`config.mk`:
```
export PLATFORM = sky130hd
export DESIGN_NAME = decimal_integer_parser
export DESIGN_NICKNAME = d
export VERILOG_FILES = /design/src/dip_pkg.sv /design/src/dip_step.sv /design/src/decimal_integer_parser.sv
export SDC_FILE = /design/constraint.sdc
export NUM_CORES = 1
export LEC_CHECK = 0
export BUFFER_PORTS_ARGS = -buffer_cell sky130_fd_sc_hd__buf_2
export CAP_MARGIN = 20
export CORE_MARGIN = 2
export CORE_UTILIZATION = 43
export CTS_CLUSTER_SIZE = 14
export DETAILED_ROUTE_END_ITERATION = 12
export GPL_TIMING_DRIVEN = 0
export SYNTH_ARGS = -nofsm -noshare
export SYNTH_HDL_FRONTEND = slang
export SYNTH_SLANG_ARGS = --single-unit
```
`constraint.sdc`:
```
create_clock -name clock -period 7.13 [get_ports clock]
set_input_delay 0.3565 -clock clock [delete_from_list [all_inputs] [get_ports clock]]
set_output_delay 0.3565 -clock clock [all_outputs]
set_load 0.05 [all_outputs]
```
`src/dip_pkg.sv`:
```
// Types, constants and range tables shared by the decimal integer parser.
`default_nettype none

package dip_pkg;

   localparam int MAX_WIDTH = 64;
   localparam int NUMBER_WIDTH = 64;

   localparam logic [7:0] CHAR_ZERO  = 8'h30;
   localparam logic [7:0] CHAR_NINE  = 8'h39;
   localparam logic [7:0] CHAR_PLUS  = 8'h2B;
   localparam logic [7:0] CHAR_MINUS = 8'h2D;
   localparam logic [7:0] CHAR_TAB   = 8'h09;
   localparam logic [7:0] CHAR_CR    = 8'h0D;
   localparam logic [7:0] CHAR_SPACE = 8'h20;

   localparam logic CSR_SIGNED_MODE  = 1'b0;
   localparam logic CSR_WIDTH_SELECT = 1'b1;

   typedef enum logic [2:0] {
      PHASE_LEAD,
      PHASE_SIGN,
      PHASE_DIGIT,
      PHASE_TRAIL,
      PHASE_ERR
   } phase_type;

   typedef struct packed {
      logic [7:0] char_byte;
      logic       end_of_string;
   } req_word_type;

   typedef struct packed {
      logic                    ok;
      logic [NUMBER_WIDTH-1:0] number;
   } rsp_word_type;

   typedef struct packed {
      logic       signed_mode;
      logic [1:0] width_select;
   } cfg_type;

   typedef struct packed {
      phase_type               phase;
      logic [NUMBER_WIDTH-1:0] magnitude;
      logic                    negative;
   } parse_state_type;

   typedef logic [NUMBER_WIDTH-1:0] limit_table_type [16];
   typedef logic [3:0] digit_table_type [16];

   // largest magnitude allowed for a mode, sign and width code
   function automatic logic [NUMBER_WIDTH-1:0] range_limit(input logic sgn, input logic neg,
                                                           input logic [1:0] wsel);
      int w;
      logic [NUMBER_WIDTH-1:0] half;
      w = 8 << wsel;
      if (w > MAX_WIDTH) w = MAX_WIDTH;
      half = NUMBER_WIDTH'(1) << (w - 1);
      if (sgn) begin
         return neg ? half : half - NUMBER_WIDTH'(1);
      end
      return half + (half - NUMBER_WIDTH'(1));
   endfunction

   function automatic limit_table_type build_limits();
      limit_table_type t;
      logic [3:0] idx;
      for (int i = 0; i < 16; i++) begin
         idx = 4'(i);
         t[i] = range_limit(idx[3], idx[2], idx[1:0]);
      end
      return t;
   endfunction

   function automatic limit_table_type build_quotients();
      limit_table_type t;
      logic [3:0] idx;
      for (int i = 0; i < 16; i++) begin
         idx = 4'(i);
         t[i] = range_limit(idx[3], idx[2], idx[1:0]) / 10;
      end
      return t;
   endfunction

   function automatic digit_table_type build_remainders();
      digit_table_type t;
      logic [3:0] idx;
      for (int i = 0; i < 16; i++) begin
         idx = 4'(i);
         t[i] = 4'(range_limit(idx[3], idx[2], idx[1:0]) % 10);
      end
      return t;
   endfunction

   // indexed by {signed_mode, negative, width_select}
   localparam limit_table_type LIMIT_TABLE    = build_limits();
   localparam limit_table_type QUOTIENT_TABLE = build_quotients();
   localparam digit_table_type REMAINDER_TABLE = build_remainders();

endpackage

`default_nettype wire

```
`src/dip_step.sv`:
```
// One parse step: next string state and end-of-string result for one byte.
`default_nettype none

module dip_step import dip_pkg::*; (
   input  wire cfg_type         cfg,
   input  wire parse_state_type cur,
   input  wire req_word_type    word,
   output parse_state_type      nxt,
   output rsp_word_type         result
);

   logic                    is_ws;
   logic                    is_digit;
   logic                    is_sign;
   logic [3:0]              digit;
   logic                    neg_next;
   logic [3:0]              tbl_idx;
   logic                    overflow;
   logic                    take_digit;
   phase_type               phase_next;
   logic [NUMBER_WIDTH-1:0] mag_next;
   logic [NUMBER_WIDTH-1:0] mag_times_ten;
   logic                    fits;
   logic                    ok;

   assign is_ws    = (word.char_byte >= CHAR_TAB && word.char_byte <= CHAR_CR)
                     || word.char_byte == CHAR_SPACE;
   assign is_digit = word.char_byte >= CHAR_ZERO && word.char_byte <= CHAR_NINE;
   assign is_sign  = word.char_byte == CHAR_PLUS || word.char_byte == CHAR_MINUS;
   assign digit    = 4'(word.char_byte - CHAR_ZERO);

   assign neg_next = (cur.phase == PHASE_LEAD && !is_ws && !is_digit && is_sign
                      && cfg.signed_mode) ? (word.char_byte == CHAR_MINUS) : cur.negative;
   assign tbl_idx  = {cfg.signed_mode, neg_next, cfg.width_select};

   assign overflow = cur.magnitude > QUOTIENT_TABLE[tbl_idx]
                     || (cur.magnitude == QUOTIENT_TABLE[tbl_idx]
                         && digit > REMAINDER_TABLE[tbl_idx]);
   assign take_digit = is_digit && (cur.phase == PHASE_LEAD || cur.phase == PHASE_SIGN
                                    || cur.phase == PHASE_DIGIT);
   assign mag_times_ten = (cur.magnitude << 3) + (cur.magnitude << 1);

   // next phase
   always_comb begin
      phase_next = PHASE_ERR;
      case (cur.phase)
         PHASE_LEAD: begin
            if (is_ws) phase_next = PHASE_LEAD;
            else if (is_digit) phase_next = overflow ? PHASE_ERR : PHASE_DIGIT;
            else if (is_sign && cfg.signed_mode) phase_next = PHASE_SIGN;
         end
         PHASE_SIGN: begin
            if (is_digit) phase_next = overflow ? PHASE_ERR : PHASE_DIGIT;
         end
         PHASE_DIGIT: begin
            if (is_digit) phase_next = overflow ? PHASE_ERR : PHASE_DIGIT;
            else if (is_ws) phase_next = PHASE_TRAIL;
         end
         PHASE_TRAIL: begin
            if (is_ws) phase_next = PHASE_TRAIL;
         end
         default: phase_next = PHASE_ERR;
      endcase
   end

   // magnitude, result and string clear
   always_comb begin
      mag_next = cur.magnitude;
      if (take_digit && !overflow) begin
         mag_next = mag_times_ten + NUMBER_WIDTH'(digit);
      end
      // a digit taken now was already checked against the current range
      fits = (take_digit && !overflow) || cur.magnitude <= LIMIT_TABLE[tbl_idx];
      ok   = (phase_next == PHASE_DIGIT || phase_next == PHASE_TRAIL) && fits
             && !(neg_next && !cfg.signed_mode);
      result.ok     = ok;
      result.number = '0;
      if (ok) begin
         result.number = neg_next ? (NUMBER_WIDTH'(0) - mag_next) : mag_next;
      end
      if (word.end_of_string) begin
         nxt.phase     = PHASE_LEAD;
         nxt.magnitude = '0;
         nxt.negative  = 1'b0;
      end else begin
         nxt.phase     = phase_next;
         nxt.magnitude = mag_next;
         nxt.negative  = neg_next;
      end
   end

endmodule

`default_nettype wire

```
`src/decimal_integer_parser.sv`:
```
// Top level of the decimal integer parser: input register, parse state, result register.
//
//   channel  direction  handshake              word
//   req      in         req_valid / req_stall  req_word_type (char_byte, end_of_string)
//   rsp      out        rsp_valid / rsp_stall  rsp_word_type (ok, number)
//   csr      in         csr_valid / csr_ready  csr_index, csr_data
//
// One byte per cycle unless an end-marked byte waits on a stalled result. A byte is
// first held in the input register, then the parse step updates the string state;
// the byte with the end mark loads the result register.
// Reset restores signed mode, 64-bit range and an empty string.
// A stalled result holds only a byte with the end mark and the bytes behind it.
`default_nettype none

module decimal_integer_parser import dip_pkg::*; (
   input  wire               clock,
   input  wire               reset,
   input  wire               req_valid,
   output logic              req_stall,
   input  wire req_word_type req_word,
   output logic              rsp_valid,
   input  wire               rsp_stall,
   output rsp_word_type      rsp_word,
   input  wire               csr_valid,
   output logic              csr_ready,
   input  wire               csr_index,
   input  wire [1:0]         csr_data
);

   cfg_type         cfg_ff, cfg_in;
   logic            s1_valid_ff, s1_valid_in;
   req_word_type    s1_word_ff, s1_word_in;
   parse_state_type state_ff, state_in;
   logic            out_valid_ff, out_valid_in;
   rsp_word_type    out_word_ff, out_word_in;

   parse_state_type step_next;
   rsp_word_type    step_result;
   logic            out_free;
   logic            s1_adv;
   logic            req_take;

   dip_step u_step (
      .cfg    (cfg_ff),
      .cur    (state_ff),
      .word   (s1_word_ff),
      .nxt    (step_next),
      .result (step_result)
   );

   assign csr_ready = 1'b1;
   assign out_free  = !out_valid_ff || !rsp_stall;
   assign s1_adv    = s1_valid_ff && (!s1_word_ff.end_of_string || out_free);
   assign req_stall = s1_valid_ff && !s1_adv;
   assign req_take  = req_valid && !req_stall;
   assign rsp_valid = out_valid_ff;
   assign rsp_word  = out_word_ff;

   always_comb begin
      cfg_in = cfg_ff;
      if (csr_valid) begin
         if (csr_index == CSR_SIGNED_MODE) cfg_in.signed_mode = csr_data[0];
         else if (csr_index == CSR_WIDTH_SELECT) cfg_in.width_select = csr_data;
      end
      s1_valid_in = req_take ? 1'b1 : (s1_adv ? 1'b0 : s1_valid_ff);
      s1_word_in  = req_take ? req_word : s1_word_ff;
      state_in    = s1_adv ? step_next : state_ff;
      if (s1_adv && s1_word_ff.end_of_string) begin
         out_valid_in = 1'b1;
         out_word_in  = step_result;
      end else begin
         out_valid_in = rsp_stall ? out_valid_ff : 1'b0;
         out_word_in  = out_word_ff;
      end
   end

   always_ff @(posedge clock) begin
      if (reset) begin
         cfg_ff.signed_mode  <= 1'b1;
         cfg_ff.width_select <= 2'd3;
         s1_valid_ff         <= 1'b0;
         out_valid_ff        <= 1'b0;
         state_ff.phase      <= PHASE_LEAD;
         state_ff.magnitude  <= '0;
         state_ff.negative   <= 1'b0;
      end else begin
         cfg_ff       <= cfg_in;
         s1_valid_ff  <= s1_valid_in;
         out_valid_ff <= out_valid_in;
         state_ff     <= state_in;
      end
   end

   always_ff @(posedge clock) begin
      s1_word_ff  <= s1_word_in;
      out_word_ff <= out_word_in;
   end

endmodule

`default_nettype wire
```
; ---- Word level (Yosys, flattened, before mapping)
; Memories as Yosys holds them, arrays and structs flattened.
; Cells that the tools add are included.
[classes]
add_sub_neg = 4
multipliers = 0
div = 0
n_lt_le_gt_ge = 8
n_eq_ne = 10
shifts = 0
muxes = 22
bitwise_logic = 2
n_reduce_logical = 40
[ops]
columns = operator, n
row1 = $mux W64, 6
row2 = $mux W68, 1
row3 = $add A64 B4 Y64, 1
row4 = $add A64 B64 Y64, 1
row5 = $eq A64 B64 Y1, 1
row6 = $gt A64 B64 Y1, 1
row7 = $le A64 B64 Y1, 1
row8 = $sub A1 B64 Y64 const A, 1
row9 = $eq A8 B6 Y1 const B, 3
row10 = $mux W3, 7
row11 = $logic_and A1 B1 Y1, 17
row12 = $eq A3 B2 Y1 const B, 4
row13 = $pmux W3 S4, 1
row14 = $logic_not A1 Y1, 10
row15 = $logic_or A1 B1 Y1, 9
row16 = $ge A8 B4 Y1 const B, 1
row17 = $ge A8 B6 Y1 const B, 1
row18 = $le A8 B4 Y1 const B, 1
row19 = $le A8 B6 Y1 const B, 1
row20 = $mux W4, 2
row21 = $ge A5 B5 Y1 const B, 1
row22 = $mux W1, 5
row23 = $not A4 Y5, 1
row24 = $gt A4 B4 Y1, 1
row25 = other kinds (7), 8
[totals]
register_bits = 147
latch_bits = 0
ramBits = 0
rom_bits = 2112
input_bits = 17
out_inout_bits = 68
word_cells = 100
mem_count = 3
[memory_table]
columns = memory, depth, word_bits, read_ports, rd_clocked_by_memory_dff, wr, line
row1 = (no name shown), 16, 64, 1, 0, 0, dip_step.sv:73  ; fits = (take_digit && !overflow) || cur.magnitude <= LIMIT_TABLE[tbl_idx];
row2 = (no name shown), 16, 64, 1, 0, 0, dip_step.sv:36  ; assign overflow = cur.magnitude > QUOTIENT_TABLE[tbl_idx]
row3 = (no name shown), 16, 4, 1, 0, 0, dip_step.sv:38  ; && digit > REMAINDER_TABLE[tbl_idx]);

; ---- Logic depth before layout (Yosys ltp)
; Gate-level depths: netlist of run 1.
[depth]
depth_word = 24
mapped_depth = 32
mapped_depth_nobuf = 26

; ---- By module
; A second synthesis of run 1 with hierarchy kept.
[hier_totals]
hier_cells = 2031
area_unflattened_um2 = 16429.5
[modules_own_cells]
columns = module, n_inst, cells_per_inst, area_each_um2, seq_area_each_um2
row1 = dip_step, 1, 1637, 10968.0, 0.0
row2 = decimal_integer_parser, 1, 394, 5461.5, 3683.5

; ---- Least setup slack after synthesis of run 1
; OpenSTA, ideal clock, no wires.
[synth_path]
kind = register to register
startpoint = reg s1_word_ff[3] (netlist bit)
endpoint = reg out_word_ff (netlist bit rsp_word[48]), data pin
setup_time_ns = 0.266
arrival_time_ns = 6.548
required_ns = 6.864
path_slack_ns = 0.316
path_stages_with_launch = 27
path_buffers = 6
period_less_slack_ns = 6.814
cell_sequence = edfxtp_1 buf_2 xor2_1 nand4_1 or3_1 mux2i_1 clkbuf_1 buf_1 nand2_1 ha_1 nor2b_1 o211a_1 o221ai_1 o311ai_2 a21oi_2 clkbuf_1 buf_2 buf_1 mux2i_1 ha_1 nand3_1 or3_1 a21o_1 or2_2 o41ai_1 xnor2_1 nor2_1
[synth_between]
elab_chain_cells = 24
word_cells_on_any_way = 59
classes_between = add/sub (3) / order compare (7) / eq/ne (6) / mux (17) / bitwise (1) / reduce/logical (22) / memory (3)
[synth_rtl]
columns = item, line
row1 = start: declaration, decimal_integer_parser.sv:32  ; req_word_type s1_word_ff, s1_word_in;
row2 = start signal: assignment, decimal_integer_parser.sv:95  ; s1_word_ff <= s1_word_in;
row3 = branches (longest 24 deep; another with $mem_v2 Z16 W64), --
row4 = end signal: assignment, decimal_integer_parser.sv:96  ; out_word_ff <= out_word_in;
row5 = end: declaration, decimal_integer_parser.sv:35  ; rsp_word_type out_word_ff, out_word_in;
; Parallel ways; which one is timed is not known. The select of a mux whose other input is x is not followed.
; A chain may end at the register's enable or synchronous reset.

; ---- Worst setup path in the final report of run 1
[layout_path]
startpoint = reg cfg_ff[2] (netlist bit)
endpoint = reg out_word_ff (netlist bit rsp_word[33]), data pin
[layout_between]
elab_chain_cells = 17
word_cells_on_any_way = 40
classes_between = add/sub (1) / order compare (3) / eq/ne (3) / mux (16) / bitwise (1) / reduce/logical (13) / memory (3)
[layout_rtl]
columns = item, line
row1 = start: declaration, decimal_integer_parser.sv:30  ; cfg_type cfg_ff, cfg_in;
row2 = start signal: assignment, decimal_integer_parser.sv:87  ; cfg_ff <= cfg_in;
row3 = branches (longest 17 deep; another with $mem_v2 Z16 W64), --
; Parallel ways; which one is timed is not known. The select of a mux whose other input is x is not followed.

==> flow_results.xml, run 1 <==
<?xml version="1.0" encoding="UTF-8"?>
<metrics>
  <group name="run_status">
    <metric name="status" unit="">completed</metric>
  </group>
  <group name="die">
    <metric name="initial_core_util" unit="%">43.3</metric>
    <metric name="design.core.area" unit="um^2">37300</metric>
    <metric name="floorplan.die.height" unit="um">198</metric>
    <metric name="die-area" unit="um^2">39200</metric>
    <metric name="placement_rows" unit="">71</metric>
    <metric name="pin_count" unit="">85</metric>
    <metric name="die_width" unit="um">198</metric>
  </group>
  <group name="setup_path">
    <metric name="timing.reg2reg.setup_slack" unit="ns">0.17</metric>
    <metric name="crit_type" unit="">reg2reg</metric>
    <metric name="cp_data_required_time" unit="ns">7.34</metric>
    <metric name="capture_point_of_the_worst_reg_to_reg_path" unit="">rsp_word[33]$_SDFFCE_PN0P_</metric>
    <metric name="endpoint_kind" unit="">flop</metric>
    <metric name="crit_path_end" unit="">rsp_word[33]$_SDFFCE_PN0P_</metric>
    <metric name="start_kind" unit="">flop</metric>
    <metric name="timing.critical_path.arrival" unit="ns">7.17</metric>
    <metric name="worst-path-max-fanout" unit="">10</metric>
    <metric name="r2r.worst_path.cells" unit="">21</metric>
    <metric name="launching_point_of_the_worst_reg2reg_path" unit="">cfg_ff[2]$_SDFFE_PP1P_</metric>
    <metric name="critical_path.startpoint" unit="">cfg_ff[2]$_SDFFE_PP1P_</metric>
  </group>
  <group name="clock_tree">
    <metric name="insertion_delay" unit="ns">0.45</metric>
    <metric name="cts-root-to-sink-buffers" unit="">2</metric>
    <metric name="cts.root.buffer_cell" unit="">sky130_fd_sc_hd__clkbuf_16</metric>
    <metric name="cts.reportedPaths.clkPinSlew" unit="ns">0.07</metric>
    <metric name="cts_tree" unit="">done</metric>
    <metric name="cts_hold_buf" unit="">0</metric>
    <metric name="clock_sinks" unit="">147</metric>
    <metric name="htree_num_levels" unit="">4</metric>
    <metric name="cts-buffers-inserted" unit="">17</metric>
  </group>
  <group name="place">
    <metric name="dp_hpwl" unit="um">52000</metric>
    <metric name="dp_worst_setup_slack" unit="ns">-2.82</metric>
    <metric name="dp.cells" unit="">2607</metric>
    <metric name="routabilityCongestion" unit="">0.970</metric>
    <metric name="place.port_buffers" unit="">82</metric>
    <metric name="placement.cell_area" unit="um^2">17200</metric>
  </group>
  <group name="timing">
    <metric name="fin_crit" unit="ns">6.96</metric>
    <metric name="post-route-worst-setup-slack" unit="ns">0.175</metric>
    <metric name="report.final.slew_viol_count" unit="">0</metric>
    <metric name="setup_violations" unit="">0</metric>
    <metric name="worstMarginPinSlew" unit="ns">1.08</metric>
    <metric name="max_freq" unit="MHz">144</metric>
    <metric name="finalCritPeriodShare" unit="%">97.6</metric>
    <metric name="final.setup_skew" unit="ns">0.0150</metric>
    <metric name="slew_headroom" unit="%">27.8</metric>
    <metric name="final-hold-violation-count" unit="">0</metric>
    <metric name="fin_hold_ws" unit="ns">0.0828</metric>
  </group>
  <group name="yosys">
    <metric name="number_of_synthesized_flops_with_an_enable_pin" unit="">74</metric>
    <metric name="synth_area" unit="um^2">16200</metric>
    <metric name="synthDominantAreaCellType" unit="">sky130_fd_sc_hd__ha_1</metric>
    <metric name="ys_seq_elements" unit="">147</metric>
    <metric name="synth_top_cell_area_share" unit="%">17.8</metric>
    <metric name="synthesis.area_per_instance" unit="um^2">7.89</metric>
    <metric name="synth_sequential_area_ratio" unit="%">22.8</metric>
    <metric name="syn-instance-count" unit="">2049</metric>
    <metric name="synth.distinct_cells" unit="">91</metric>
    <metric name="yosys_warnings" unit="">0</metric>
    <metric name="asyncSetResetFlopFracSynth" unit="%">0</metric>
    <metric name="synth-main-ff-cell" unit="">sky130_fd_sc_hd__edfxtp_1</metric>
    <metric name="postSynthNetCount" unit="">2298</metric>
    <metric name="synth.area.top_cells" unit="">sky130_fd_sc_hd__ha_1 (18%), sky130_fd_sc_hd__edfxtp_1 (14%), sky130_fd_sc_hd__dfxtp_1 (9.0%)</metric>
  </group>
  <group name="route">
    <metric name="length_of_the_first_detailed_routing_pass_in_iterations" unit="">6</metric>
    <metric name="drt-wirelength-per-cell" unit="um">24.5</metric>
    <metric name="antenna_violating_nets_post_route" unit="">0</metric>
    <metric name="vias" unit="">17000</metric>
    <metric name="drt_first_iter_violations" unit="">1706</metric>
    <metric name="detail_routed_via_count_per_cell" unit="">6.42</metric>
    <metric name="drc" unit="">0</metric>
    <metric name="post_detailed_routing_wire_length" unit="um">65000</metric>
  </group>
  <group name="cells_and_area">
    <metric name="drive_gt1_share" unit="%">9.38</metric>
    <metric name="finalInstanceArea" unit="um^2">18200</metric>
    <metric name="mostFrequentLayoutCell" unit="">sky130_fd_sc_hd__nor2_1</metric>
    <metric name="utilization_after_layout" unit="%">48.7</metric>
    <metric name="finish.cell_count_without_fillers" unit="">2649</metric>
    <metric name="area_growth_syn_to_layout" unit="%">12.3</metric>
    <metric name="finish.net_count" unit="">2411</metric>
    <metric name="multiInputGateArea" unit="um^2">12200</metric>
    <metric name="fillerInstances" unit="">3700</metric>
    <metric name="final_cell_mix" unit="">sky130_fd_sc_hd__nor2_1 (310), sky130_fd_sc_hd__ha_1 (229), sky130_fd_sc_hd__a21oi_1 (173)</metric>
    <metric name="layout.area.seq" unit="um^2">3680</metric>
    <metric name="num_antenna_cells" unit="">0</metric>
  </group>
  <group name="global_routing">
    <metric name="global_route_wire_length_before_repair" unit="um">97400</metric>
    <metric name="maximum_number_of_pins_on_one_net_before_global_route_repair" unit="">68</metric>
    <metric name="grt_pass1_vias" unit="">15700</metric>
    <metric name="grt_use_total" unit="%">33.1</metric>
    <metric name="grt_antenna_before_repair" unit="">0</metric>
    <metric name="grt_overflow_total" unit="">0</metric>
  </group>
  <group name="worst_hold_path">
    <metric name="worstHoldStart" unit="">req_word[7]</metric>
    <metric name="timing.hold.worst.class" unit="">in2reg</metric>
  </group>
  <group name="pwr">
    <metric name="power_density" unit="nW/um^2">115</metric>
    <metric name="p_leak" unit="nW">7.69</metric>
    <metric name="worst_ir_drop_vdd" unit="mV">0.136</metric>
  </group>
  <group name="run">
    <metric name="max-cap-violations" unit="">0</metric>
  </group>
</metrics>
==> metal layers <==
metal  vias up  global-route usage, %  share of wire, %
met2       783                   53.9                46
met4         0                   11.9               3.8
met1      8154                   44.1                43
met3       121                   5.43               7.5
li1       7936                      -                 -
met5         -                      0                 0
==> report_power, final <==
group / internal, mW / switching, mW / leakage (nW)
Sequential: 0.894 / 0.00873 / 1.35
Combinational: 0.0656 / 0.160 / 6.05
Clock: 0.560 / 0.399 / 0.294
Total: 1.52 / 0.568 / 7.69
==> state kept, by name, indices dropped and copies added (netlist names) <==
register     cells
s1_valid_ff      1
rsp_word        65
rsp_valid        1
state_ff        68
s1_word_ff       9
cfg_ff           3
==> worst max-delay path, cell delays in order, from the launching register on <==
cell and delay (ns):
sky130_fd_sc_hd__dfxtp_1 0.40, sky130_fd_sc_hd__buf_4 0.25, sky130_fd_sc_hd__and3b_1 0.21, sky130_fd_sc_hd__nand4_1 0.16
sky130_fd_sc_hd__or3_4 0.44, sky130_fd_sc_hd__mux2_4 0.41, sky130_fd_sc_hd__nand2_2 0.27, sky130_fd_sc_hd__ha_1 0.32
sky130_fd_sc_hd__nand3_1 0.10, sky130_fd_sc_hd__nor3_1 0.06, sky130_fd_sc_hd__o31ai_1 0.09, sky130_fd_sc_hd__o21ai_1 0.17
sky130_fd_sc_hd__o311ai_4 0.49, sky130_fd_sc_hd__buf_4 0.21, sky130_fd_sc_hd__a21o_1 0.39, sky130_fd_sc_hd__clkbuf_1 0.73
sky130_fd_sc_hd__buf_1 0.67, sky130_fd_sc_hd__clkbuf_1 0.63, sky130_fd_sc_hd__nor2_1 0.11, sky130_fd_sc_hd__a21oi_1 0.18
sky130_fd_sc_hd__xor2_1 0.09, sky130_fd_sc_hd__nor2_1 0.31
==> kinds of logic after synthesis <==
logic type / after synthesis / synth area share [%]
other: 1 / 0.0232
XOR/XNOR: 113 / 6.17
adder cells (fa/ha/maj): 232 / 18.0
flip-flops: 147 / 22.8
multiplexers: 49 / 3.13
buffers and inverters: 115 / 2.79
AND/OR/NAND/NOR: 808 / 24.2
AO/OA/AOI/OAI: 584 / 22.9
==> Yosys cell counts, drive strengths merged, types with 17 or more instances <==
| cell type | number |
|---|---|
| nand3 | 35 |
| nor4 | 26 |
| o31ai | 22 |
| a22oi | 42 |
| nand2 | 168 |
| o21ai | 136 |
| buf | 19 |
| a211oi | 36 |
| xor2 | 51 |
| nor2 | 313 |
| a31oi | 26 |
| edfxtp | 74 |
| clkbuf | 71 |
| nor3 | 65 |
| a21oi | 175 |
| nor2b | 27 |
| nand2b | 17 |
| a21o | 34 |
| dfxtp | 73 |
| ha | 230 |
| mux2i | 43 |
| o21a | 18 |
| xnor2 | 62 |
| or3 | 21 |
| inv | 24 |
| nand4 | 38 |
==> how the worst min path moves through the flow <==
stage               cells past startpoint                   endpoint  slack (ns)
CTS                                     1    s1_word_ff[1]$_DFFE_PP_        0.08
global route                            1    s1_word_ff[3]$_DFFE_PP_        0.08
detailed placement                      2  state_ff[66]$_SDFFE_PP0P_        0.49
floorplan                               0    s1_word_ff[0]$_DFFE_PP_        0.46
global placement                        2  state_ff[66]$_SDFFE_PP0P_        0.49
finish                                  1    s1_word_ff[7]$_DFFE_PP_        0.08
==> area by class of cell <==
| cell class | instances | share of cell area, % |
|---|---|---|
| plain buffers | 87 | 2.18 |
| clock buffers | 22 | 2.68 |
| clock inverters | 10 | 0.648 |
| inverters | 25 | 0.537 |
| multi-input cells | 1787 | 67.4 |
| flip-flops and latches | 147 | 20.3 |
| well taps | 474 | 3.27 |
| repair buffers | 97 | 3.02 |
==> through the flow <==
stage | setup TNS, ns | total power, mW
after CTS | 0 | 2.07
final | 0 | 2.09
after global routing | -0.0485 | 2.13
after detailed placement | -150.53 | 1.13
after floorplan | 0 | 1.06
after global placement | -156.60 | 1.12
==> repair_timing <==
action / CTS / global route
gates resized for setup: 46 / 16
endpoints found under the setup margin: 121 / 58
buffers inserted: 5 / 5
pin swaps: 4 / 5
No activity file was read; power rests on OpenSTA's default activity.
==> run 2, diff against run 1 <==
- CORE_ASPECT_RATIO: default -> 2
- SETUP_SLACK_MARGIN: default -> 0.02
==> run 2 against run 1 <==
Clock power fell by 2%. Worst hold slack about the same. Cell count decreased by 0.38%. Flip-flop and latch count did not move. Design area is 0.12% lower. Total power fell by 0.76%. Sequential power about the same. Combinational power barely moved. Register-to-register slack worse by 0.13 ns. Fmax shrank 1.8%. Highest routed layer unchanged. Sequential share of layout area about the same.
==> flow_results.xml, run 2 (synthesis gave the netlist of run 1 again) <==
<?xml version="1.0" encoding="UTF-8"?>
<metrics>
  <group name="setup_path">
    <metric name="critical_path.cell_chain" unit="">buf_4 -&gt; and3b_1 -&gt; nand4_1 -&gt; or3_4 -&gt; mux2i_4 -&gt; buf_8 -&gt; buf_4 -&gt; nand2_2 -&gt; ha_1 -&gt; nand3_1 -&gt; nor3_1 -&gt; o31ai_1 -&gt; o21ai_1 -&gt; o311ai_4 -&gt; nor2_4 -&gt; nor2_1 -&gt; clkbuf_2 -&gt; buf_1 -&gt; o31ai_1 -&gt; o211ai_1 -&gt; clkbuf_1 -&gt; clkbuf_1 -&gt; nor2_1</metric>
    <metric name="critical-path-slowest-cell" unit="">sky130_fd_sc_hd__buf_1</metric>
    <metric name="r2r.worst_path.cells" unit="">23</metric>
    <metric name="timing.reg2reg.setup_slack" unit="ns">0.05</metric>
    <metric name="timing.critical_path.arrival" unit="ns">7.25</metric>
    <metric name="worst-path-stages" unit="">23</metric>
    <metric name="max_stage_delay" unit="ns">0.57</metric>
    <metric name="cp_data_required_time" unit="ns">7.30</metric>
    <metric name="endpoint_kind" unit="">flop</metric>
    <metric name="worst-path-max-fanout" unit="">10</metric>
    <metric name="critical_path.n_buffers_inverters" unit="">7</metric>
    <metric name="start_kind" unit="">flop</metric>
    <metric name="crit_type" unit="">reg2reg</metric>
    <metric name="critical_path.top_delay_family" unit="">buffers and inverters</metric>
  </group>
  <group name="die">
    <metric name="die_width" unit="um">141</metric>
    <metric name="design.core.area" unit="um^2">37200</metric>
    <metric name="pin_count" unit="">85</metric>
    <metric name="placement_rows" unit="">100</metric>
    <metric name="floorplan.die.height" unit="um">278</metric>
    <metric name="initial_core_util" unit="%">43.5</metric>
    <metric name="die-area" unit="um^2">39300</metric>
  </group>
  <group name="pwr">
    <metric name="power_frac_seq" unit="%">43.6</metric>
    <metric name="p_leak" unit="nW">7.72</metric>
    <metric name="share_clk_of_total_power" unit="%">45.4</metric>
    <metric name="power.switching" unit="mW">0.603</metric>
    <metric name="p_int" unit="mW">1.47</metric>
    <metric name="power_density" unit="nW/um^2">114</metric>
    <metric name="comb_power_share" unit="%">11.0</metric>
    <metric name="swShare" unit="%">29.1</metric>
    <metric name="worst_ir_drop_vdd" unit="mV">0.180</metric>
  </group>
  <group name="cells_and_area">
    <metric name="final_cell_mix" unit="">sky130_fd_sc_hd__nor2_1 (310), sky130_fd_sc_hd__ha_1 (229), sky130_fd_sc_hd__a21oi_1 (173)</metric>
    <metric name="layout.area.seq" unit="um^2">3680</metric>
    <metric name="mostFrequentLayoutCell" unit="">sky130_fd_sc_hd__nor2_1</metric>
    <metric name="drive_gt1_share" unit="%">9.59</metric>
    <metric name="largest_register_ffs" unit="">68</metric>
    <metric name="area_growth_syn_to_layout" unit="%">12.2</metric>
    <metric name="utilization_after_layout" unit="%">48.8</metric>
    <metric name="finish.net_count" unit="">2416</metric>
    <metric name="multiInputGateArea" unit="um^2">12200</metric>
    <metric name="fillerInstances" unit="">3760</metric>
    <metric name="num_antenna_cells" unit="">0</metric>
    <metric name="finalInstanceArea" unit="um^2">18100</metric>
    <metric name="regMostFlops" unit="">state_ff</metric>
  </group>
  <group name="clock_tree">
    <metric name="cts.root.buffer_cell" unit="">sky130_fd_sc_hd__clkbuf_16</metric>
    <metric name="cts_tree" unit="">done</metric>
    <metric name="cts_hold_buf" unit="">0</metric>
    <metric name="insertion_delay" unit="ns">0.45</metric>
    <metric name="cts-buffers-inserted" unit="">17</metric>
    <metric name="cts.reportedPaths.clkPinSlew" unit="ns">0.07</metric>
    <metric name="clock_sinks" unit="">147</metric>
    <metric name="cts-root-to-sink-buffers" unit="">2</metric>
    <metric name="htree_num_levels" unit="">4</metric>
  </group>
  <group name="route">
    <metric name="antenna_violating_nets_post_route" unit="">0</metric>
    <metric name="drc" unit="">0</metric>
    <metric name="length_of_the_first_detailed_routing_pass_in_iterations" unit="">6</metric>
    <metric name="drt_first_iter_violations" unit="">1121</metric>
    <metric name="post_detailed_routing_wire_length" unit="um">71800</metric>
    <metric name="vias" unit="">17200</metric>
    <metric name="detail_routed_via_count_per_cell" unit="">6.51</metric>
    <metric name="drt-wirelength-per-cell" unit="um">27.2</metric>
  </group>
  <group name="place">
    <metric name="place.port_buffers" unit="">82</metric>
    <metric name="dp_worst_setup_slack" unit="ns">-2.29</metric>
    <metric name="placement.cell_area" unit="um^2">17200</metric>
    <metric name="dp_hpwl" unit="um">58900</metric>
    <metric name="routabilityCongestion" unit="">1.00</metric>
  </group>
  <group name="timing">
    <metric name="post-route-worst-setup-slack" unit="ns">0.0485</metric>
    <metric name="slew_headroom" unit="%">14.6</metric>
    <metric name="unrepaired_setup_endpoints_after_global_routing" unit="">no</metric>
    <metric name="final-hold-violation-count" unit="">0</metric>
    <metric name="final.setup_skew" unit="ns">0.0148</metric>
    <metric name="worstMarginPinSlew" unit="ns">1.27</metric>
    <metric name="fin_crit" unit="ns">7.08</metric>
    <metric name="setup_violations" unit="">0</metric>
    <metric name="finalCritPeriodShare" unit="%">99.3</metric>
    <metric name="max_freq" unit="MHz">141</metric>
    <metric name="report.final.slew_viol_count" unit="">0</metric>
  </group>
  <group name="run_status">
    <metric name="status" unit="">completed</metric>
  </group>
  <group name="global_routing">
    <metric name="grt_use_total" unit="%">36.1</metric>
    <metric name="grt_overflow_total" unit="">0</metric>
    <metric name="grt_pass1_vias" unit="">17300</metric>
    <metric name="grt_antenna_before_repair" unit="">0</metric>
    <metric name="global_route_wire_length_before_repair" unit="um">104000</metric>
    <metric name="maximum_number_of_pins_on_one_net_before_global_route_repair" unit="">39</metric>
  </group>
  <group name="worst_hold_path">
    <metric name="timing.hold.worst.class" unit="">in2reg</metric>
    <metric name="cell_count_of_the_worst_hold_path" unit="">1</metric>
  </group>
  <group name="run">
    <metric name="max-cap-violations" unit="">0</metric>
  </group>
</metrics>
[run 2: changes by cell type in the layout (fill, tap and decap cells not counted), moves of 2 or more]
cell | previous run | this run
sky130_fd_sc_hd__nor3_2 | 4 | 2
sky130_fd_sc_hd__clkbuf_2 | 4 | 2
sky130_fd_sc_hd__clkinvlp_4 | 2 | 0
sky130_fd_sc_hd__clkbuf_16 | 19 | 17
sky130_fd_sc_hd__inv_8 | 0 | 3
sky130_fd_sc_hd__inv_6 | 3 | 6
sky130_fd_sc_hd__buf_2 | 84 | 88
[run 2: final timing paths]
check,end,from
min,s1_word_ff[8]$_DFFE_PP_,req_word[8]
max,rsp_word[22]$_SDFFCE_PN0P_,cfg_ff[2]$_SDFFE_PP1P_
min reg2reg,state_ff[66]$_SDFFE_PP0P_,state_ff[66]$_SDFFE_PP0P_
max reg2reg,rsp_word[22]$_SDFFCE_PN0P_,cfg_ff[2]$_SDFFE_PP1P_
[run 2: what timing repair did]
item | 4_1_cts | 5_1_grt
pin swaps | 3 | 1
endpoints found under the setup margin | 110 | 61
buffers inserted | 6 | 5
resized for setup | 36 | 19
[run 2: layout make-up]
class | instances | area share, %
Tap cell | 459 | 3.17
Timing Repair Buffer | 99 | 3.10
Multi-Input combinational cell | 1787 | 67.3
Sequential cell | 147 | 20.3
Clock buffer | 18 | 2.42
Clock inverter | 14 | 0.855
Inverter | 25 | 0.517
Buffer | 90 | 2.28
[run 2: power groups by stage]
stage | logic [mW] | clock network, mW | registers [mW]
2_1_floorplan | 0.120 | 0 | 0.937
3_3_place_gp | 0.200 | 0 | 0.923
3_5_place_dp | 0.212 | 0 | 0.922
4_1_cts | 0.219 | 0.941 | 0.902
5_1_grt | 0.246 | 0.981 | 0.903
6_report | 0.229 | 0.941 | 0.902
[run 2: through the flow]
stage	hold slack, ns	instances	TNS (ns)	power (mW)
global placement	0.502	2590	-103.93	1.12
finish	0.0830	2639	0	2.07
floorplan	0.455	2049	0	1.06
detailed placement	0.501	2596	-108.50	1.13
CTS	0.0746	2634	0	2.06
global route	0.0687	2639	0	2.13
[run 2: layer usage]
layer | global-route usage, % | wire, um | vias up
li1 | - | - | 7946
met1 | 32.3 | 22200 | 8049
met2 | 66.7 | 36700 | 795
met3 | 4.28 | 3310 | 381
met4 | 37.1 | 9550 | 0
met5 | 0 | 0 | -
==> run 3, diff against run 2 <==
- SLEW_MARGIN: default -> 20
- clock period: 7.13 -> 8.2 ns (I/O delays scaled with it)
==> run 3 against run 2 <==
Register-to-register slack gained 0.17 ns. Clock power shrank 9.7%. Critical path depth shrank 1. Worst setup slack gained 0.17 ns. Critical path type unchanged. Via count shrank 0.55%. Non-clock buffer count shrank 16. First-iteration DRC count shrank 1.2%.
==> flow_results.xml, run 3 (synthesis gave the netlist of run 1 again) <==
<?xml version="1.0" encoding="UTF-8"?>
<metrics>
  <group name="run_status">
    <metric name="status" unit="">completed</metric>
  </group>
  <group name="setup_path">
    <metric name="worst-path-max-fanout" unit="">19</metric>
    <metric name="critical-path-slowest-cell" unit="">sky130_fd_sc_hd__clkbuf_1</metric>
    <metric name="cp_data_required_time" unit="ns">8.35</metric>
    <metric name="timing.reg2reg.setup_slack" unit="ns">0.22</metric>
    <metric name="timing.critical_path.arrival" unit="ns">8.13</metric>
    <metric name="launching_point_of_the_worst_reg2reg_path" unit="">cfg_ff[2]$_SDFFE_PP1P_</metric>
    <metric name="crit_type" unit="">reg2reg</metric>
    <metric name="capture_point_of_the_worst_reg_to_reg_path" unit="">rsp_word[8]$_SDFFCE_PN0P_</metric>
    <metric name="endpoint_kind" unit="">flop</metric>
    <metric name="r2r.worst_path.cells" unit="">22</metric>
    <metric name="start_kind" unit="">flop</metric>
    <metric name="critical_path.cell_chain" unit="">buf_2 -&gt; and3b_1 -&gt; nand4_1 -&gt; or3_1 -&gt; mux2i_1 -&gt; buf_6 -&gt; nand2_1 -&gt; ha_1 -&gt; nand3_1 -&gt; nor3_1 -&gt; o31ai_1 -&gt; o21ai_0 -&gt; o311ai_2 -&gt; nor2_4 -&gt; nor2_1 -&gt; clkbuf_1 -&gt; buf_1 -&gt; o31ai_1 -&gt; o211ai_1 -&gt; clkbuf_1 -&gt; buf_1 -&gt; nor2_1</metric>
    <metric name="max_stage_delay" unit="ns">0.66</metric>
  </group>
  <group name="cells_and_area">
    <metric name="regMostFlops" unit="">state_ff</metric>
    <metric name="fillerInstances" unit="">3765</metric>
    <metric name="largest_register_ffs" unit="">68</metric>
    <metric name="multiInputGateArea" unit="um^2">12100</metric>
    <metric name="num_antenna_cells" unit="">0</metric>
    <metric name="finish.net_count" unit="">2400</metric>
    <metric name="final_cell_mix" unit="">sky130_fd_sc_hd__nor2_1 (311), sky130_fd_sc_hd__ha_1 (229), sky130_fd_sc_hd__a21oi_1 (173)</metric>
    <metric name="utilization_after_layout" unit="%">48.1</metric>
    <metric name="layout.area.seq" unit="um^2">3680</metric>
    <metric name="drive_gt1_share" unit="%">8.13</metric>
    <metric name="mostFrequentLayoutCell" unit="">sky130_fd_sc_hd__nor2_1</metric>
    <metric name="area_growth_syn_to_layout" unit="%">10.5</metric>
  </group>
  <group name="route">
    <metric name="drt-wirelength-per-cell" unit="um">27.3</metric>
    <metric name="drt_first_iter_violations" unit="">1108</metric>
    <metric name="drc" unit="">0</metric>
    <metric name="antenna_violating_nets_post_route" unit="">0</metric>
    <metric name="post_detailed_routing_wire_length" unit="um">71600</metric>
    <metric name="vias" unit="">17100</metric>
    <metric name="detail_routed_via_count_per_cell" unit="">6.51</metric>
    <metric name="length_of_the_first_detailed_routing_pass_in_iterations" unit="">6</metric>
  </group>
  <group name="pwr">
    <metric name="p_int" unit="mW">1.30</metric>
    <metric name="totalPowerFinal" unit="mW">1.82</metric>
    <metric name="share_clk_of_total_power" unit="%">46.7</metric>
    <metric name="power_frac_seq" unit="%">43.1</metric>
    <metric name="power.switching" unit="mW">0.518</metric>
    <metric name="swShare" unit="%">28.5</metric>
    <metric name="comb_power_share" unit="%">10.2</metric>
    <metric name="p_leak" unit="nW">7.59</metric>
    <metric name="worst_ir_drop_vdd" unit="mV">0.152</metric>
    <metric name="power_density" unit="nW/um^2">102</metric>
  </group>
  <group name="place">
    <metric name="dp_worst_setup_slack" unit="ns">-1.21</metric>
    <metric name="dp_hpwl" unit="um">58900</metric>
    <metric name="routabilityCongestion" unit="">1.00</metric>
    <metric name="place.port_buffers" unit="">82</metric>
  </group>
  <group name="clock_tree">
    <metric name="cts.root.buffer_cell" unit="">sky130_fd_sc_hd__clkbuf_16</metric>
    <metric name="cts-root-to-sink-buffers" unit="">2</metric>
    <metric name="clock_sinks" unit="">147</metric>
    <metric name="cts.reportedPaths.clkPinSlew" unit="ns">0.07</metric>
    <metric name="htree_num_levels" unit="">4</metric>
    <metric name="cts_tree" unit="">done</metric>
    <metric name="cts_hold_buf" unit="">0</metric>
    <metric name="cts-buffers-inserted" unit="">17</metric>
    <metric name="insertion_delay" unit="ns">0.45</metric>
  </group>
  <group name="worst_hold_path">
    <metric name="timing.hold.worst_endpoint" unit="">s1_word_ff[4]$_DFFE_PP_</metric>
    <metric name="worstHoldStart" unit="">req_word[4]</metric>
    <metric name="timing.hold.worst.class" unit="">in2reg</metric>
    <metric name="cell_count_of_the_worst_hold_path" unit="">1</metric>
  </group>
  <group name="die">
    <metric name="pin_count" unit="">85</metric>
    <metric name="floorplan.die.height" unit="um">278</metric>
    <metric name="die_width" unit="um">141</metric>
    <metric name="design.core.area" unit="um^2">37200</metric>
    <metric name="die-area" unit="um^2">39300</metric>
    <metric name="initial_core_util" unit="%">43.5</metric>
    <metric name="placement_rows" unit="">100</metric>
  </group>
  <group name="timing">
    <metric name="setup_violations" unit="">0</metric>
    <metric name="fin_crit" unit="ns">7.98</metric>
    <metric name="slew_headroom" unit="%">12.5</metric>
    <metric name="final.setup_skew" unit="ns">0.0167</metric>
    <metric name="max_freq" unit="MHz">125</metric>
    <metric name="report.final.slew_viol_count" unit="">0</metric>
    <metric name="unrepaired_setup_endpoints_after_global_routing" unit="">no</metric>
    <metric name="final-hold-violation-count" unit="">0</metric>
    <metric name="worstMarginPinSlew" unit="ns">1.30</metric>
    <metric name="finalCritPeriodShare" unit="%">97.3</metric>
    <metric name="post-route-worst-setup-slack" unit="ns">0.222</metric>
    <metric name="fin_hold_ws" unit="ns">0.138</metric>
  </group>
  <group name="global_routing">
    <metric name="grt.met1_usage" unit="%">31.4</metric>
    <metric name="maximum_number_of_pins_on_one_net_before_global_route_repair" unit="">39</metric>
    <metric name="gr-usage-met3" unit="%">5.02</metric>
    <metric name="grt_overflow_total" unit="">0</metric>
    <metric name="grt_antenna_before_repair" unit="">0</metric>
    <metric name="grt_busiest_layer" unit="">met2</metric>
    <metric name="global_route_wire_length_before_repair" unit="um">104000</metric>
    <metric name="grt_use_total" unit="%">35.9</metric>
    <metric name="gr-usage-met2" unit="%">65.3</metric>
    <metric name="grt_pass1_vias" unit="">17100</metric>
  </group>
  <group name="run">
    <metric name="max-cap-violations" unit="">0</metric>
  </group>
</metrics>
[run 3: cell count changes in the layout (fill, tap and decap cells not counted), sizes merged]
cell / delta
bufinv: +1
clkbuf: -1
buf: -15
inv: -1
[run 3: metrics by stage]
step	instances	setup TNS (ns)	instance area, um^2
floorplan	2049	0	16200
global placement	2590	-25.66	17200
detailed placement	2592	-28.61	17200
CTS	2622	0	17800
global route	2623	0	17900
finish	2623	0	17900
[run 3: how the worst max path moves through the flow]
stage / from / endpoint / slack, ns / cells past startpoint
2_1_floorplan: s1_word_ff[3]$_DFFE_PP_ / rsp_word[48]$_SDFFCE_PN0P_ / 1.39 / 26
3_3_place_gp: cfg_ff[2]$_SDFFE_PP1P_ / rsp_word[48]$_SDFFCE_PN0P_ / -1.16 / 26
3_5_place_dp: cfg_ff[2]$_SDFFE_PP1P_ / rsp_word[44]$_SDFFCE_PN0P_ / -1.21 / 29
4_1_cts: cfg_ff[2]$_SDFFE_PP1P_ / rsp_word[52]$_SDFFCE_PN0P_ / 0.06 / 27
5_1_grt: s1_word_ff[3]$_DFFE_PP_ / rsp_word[52]$_SDFFCE_PN0P_ / 0.03 / 30
6_report: cfg_ff[2]$_SDFFE_PP1P_ / rsp_word[8]$_SDFFCE_PN0P_ / 0.22 / 22
[run 3: area by class of cell]
cell class              instances  share of cell area, %
clock buffers                  18                   2.46
clock inverters                14                   1.04
flip-flops and latches        147                   20.6
plain buffers                  88                   2.04
multi-input cells            1787                   67.7
repair buffers                 85                   2.46
inverters                      25                  0.525
well taps                     459                   3.21
[run 3: metal layers]
| layer | part of all wire, % | vias up |
|---|---|---|
| met5 | 0 | - |
| met4 | 14 | 0 |
| met3 | 4.3 | 374 |
| met2 | 51 | 740 |
| met1 | 31 | 8034 |
| li1 | - | 7928 |
[run 3: worst max-delay path, delay by kind of cell, from the launching register on]
family          cells  cell delay (ns)
buf+inv             6             2.89
fa+ha+maj           1             0.35
flops               1             0.45
compound gates      5             1.76
mux                 1             0.36
simple gates        9             1.85
[run 3: repair_timing]
| action | CTS | global route |
|---|---|---|
| setup buffers | 0 | 0 |
| resized for setup | 5 | 10 |
| endpoints found under the setup margin | 61 | 46 |
[run 3: power by group through the flow]
stage / Sequential, mW / Combinational (mW) / Clock [mW]
2_1_floorplan: 0.815 / 0.104 / 0
3_3_place_gp: 0.803 / 0.174 / 0
3_5_place_dp: 0.802 / 0.181 / 0
4_1_cts: 0.785 / 0.182 / 0.850
5_1_grt: 0.786 / 0.201 / 0.881
6_report: 0.785 / 0.185 / 0.850
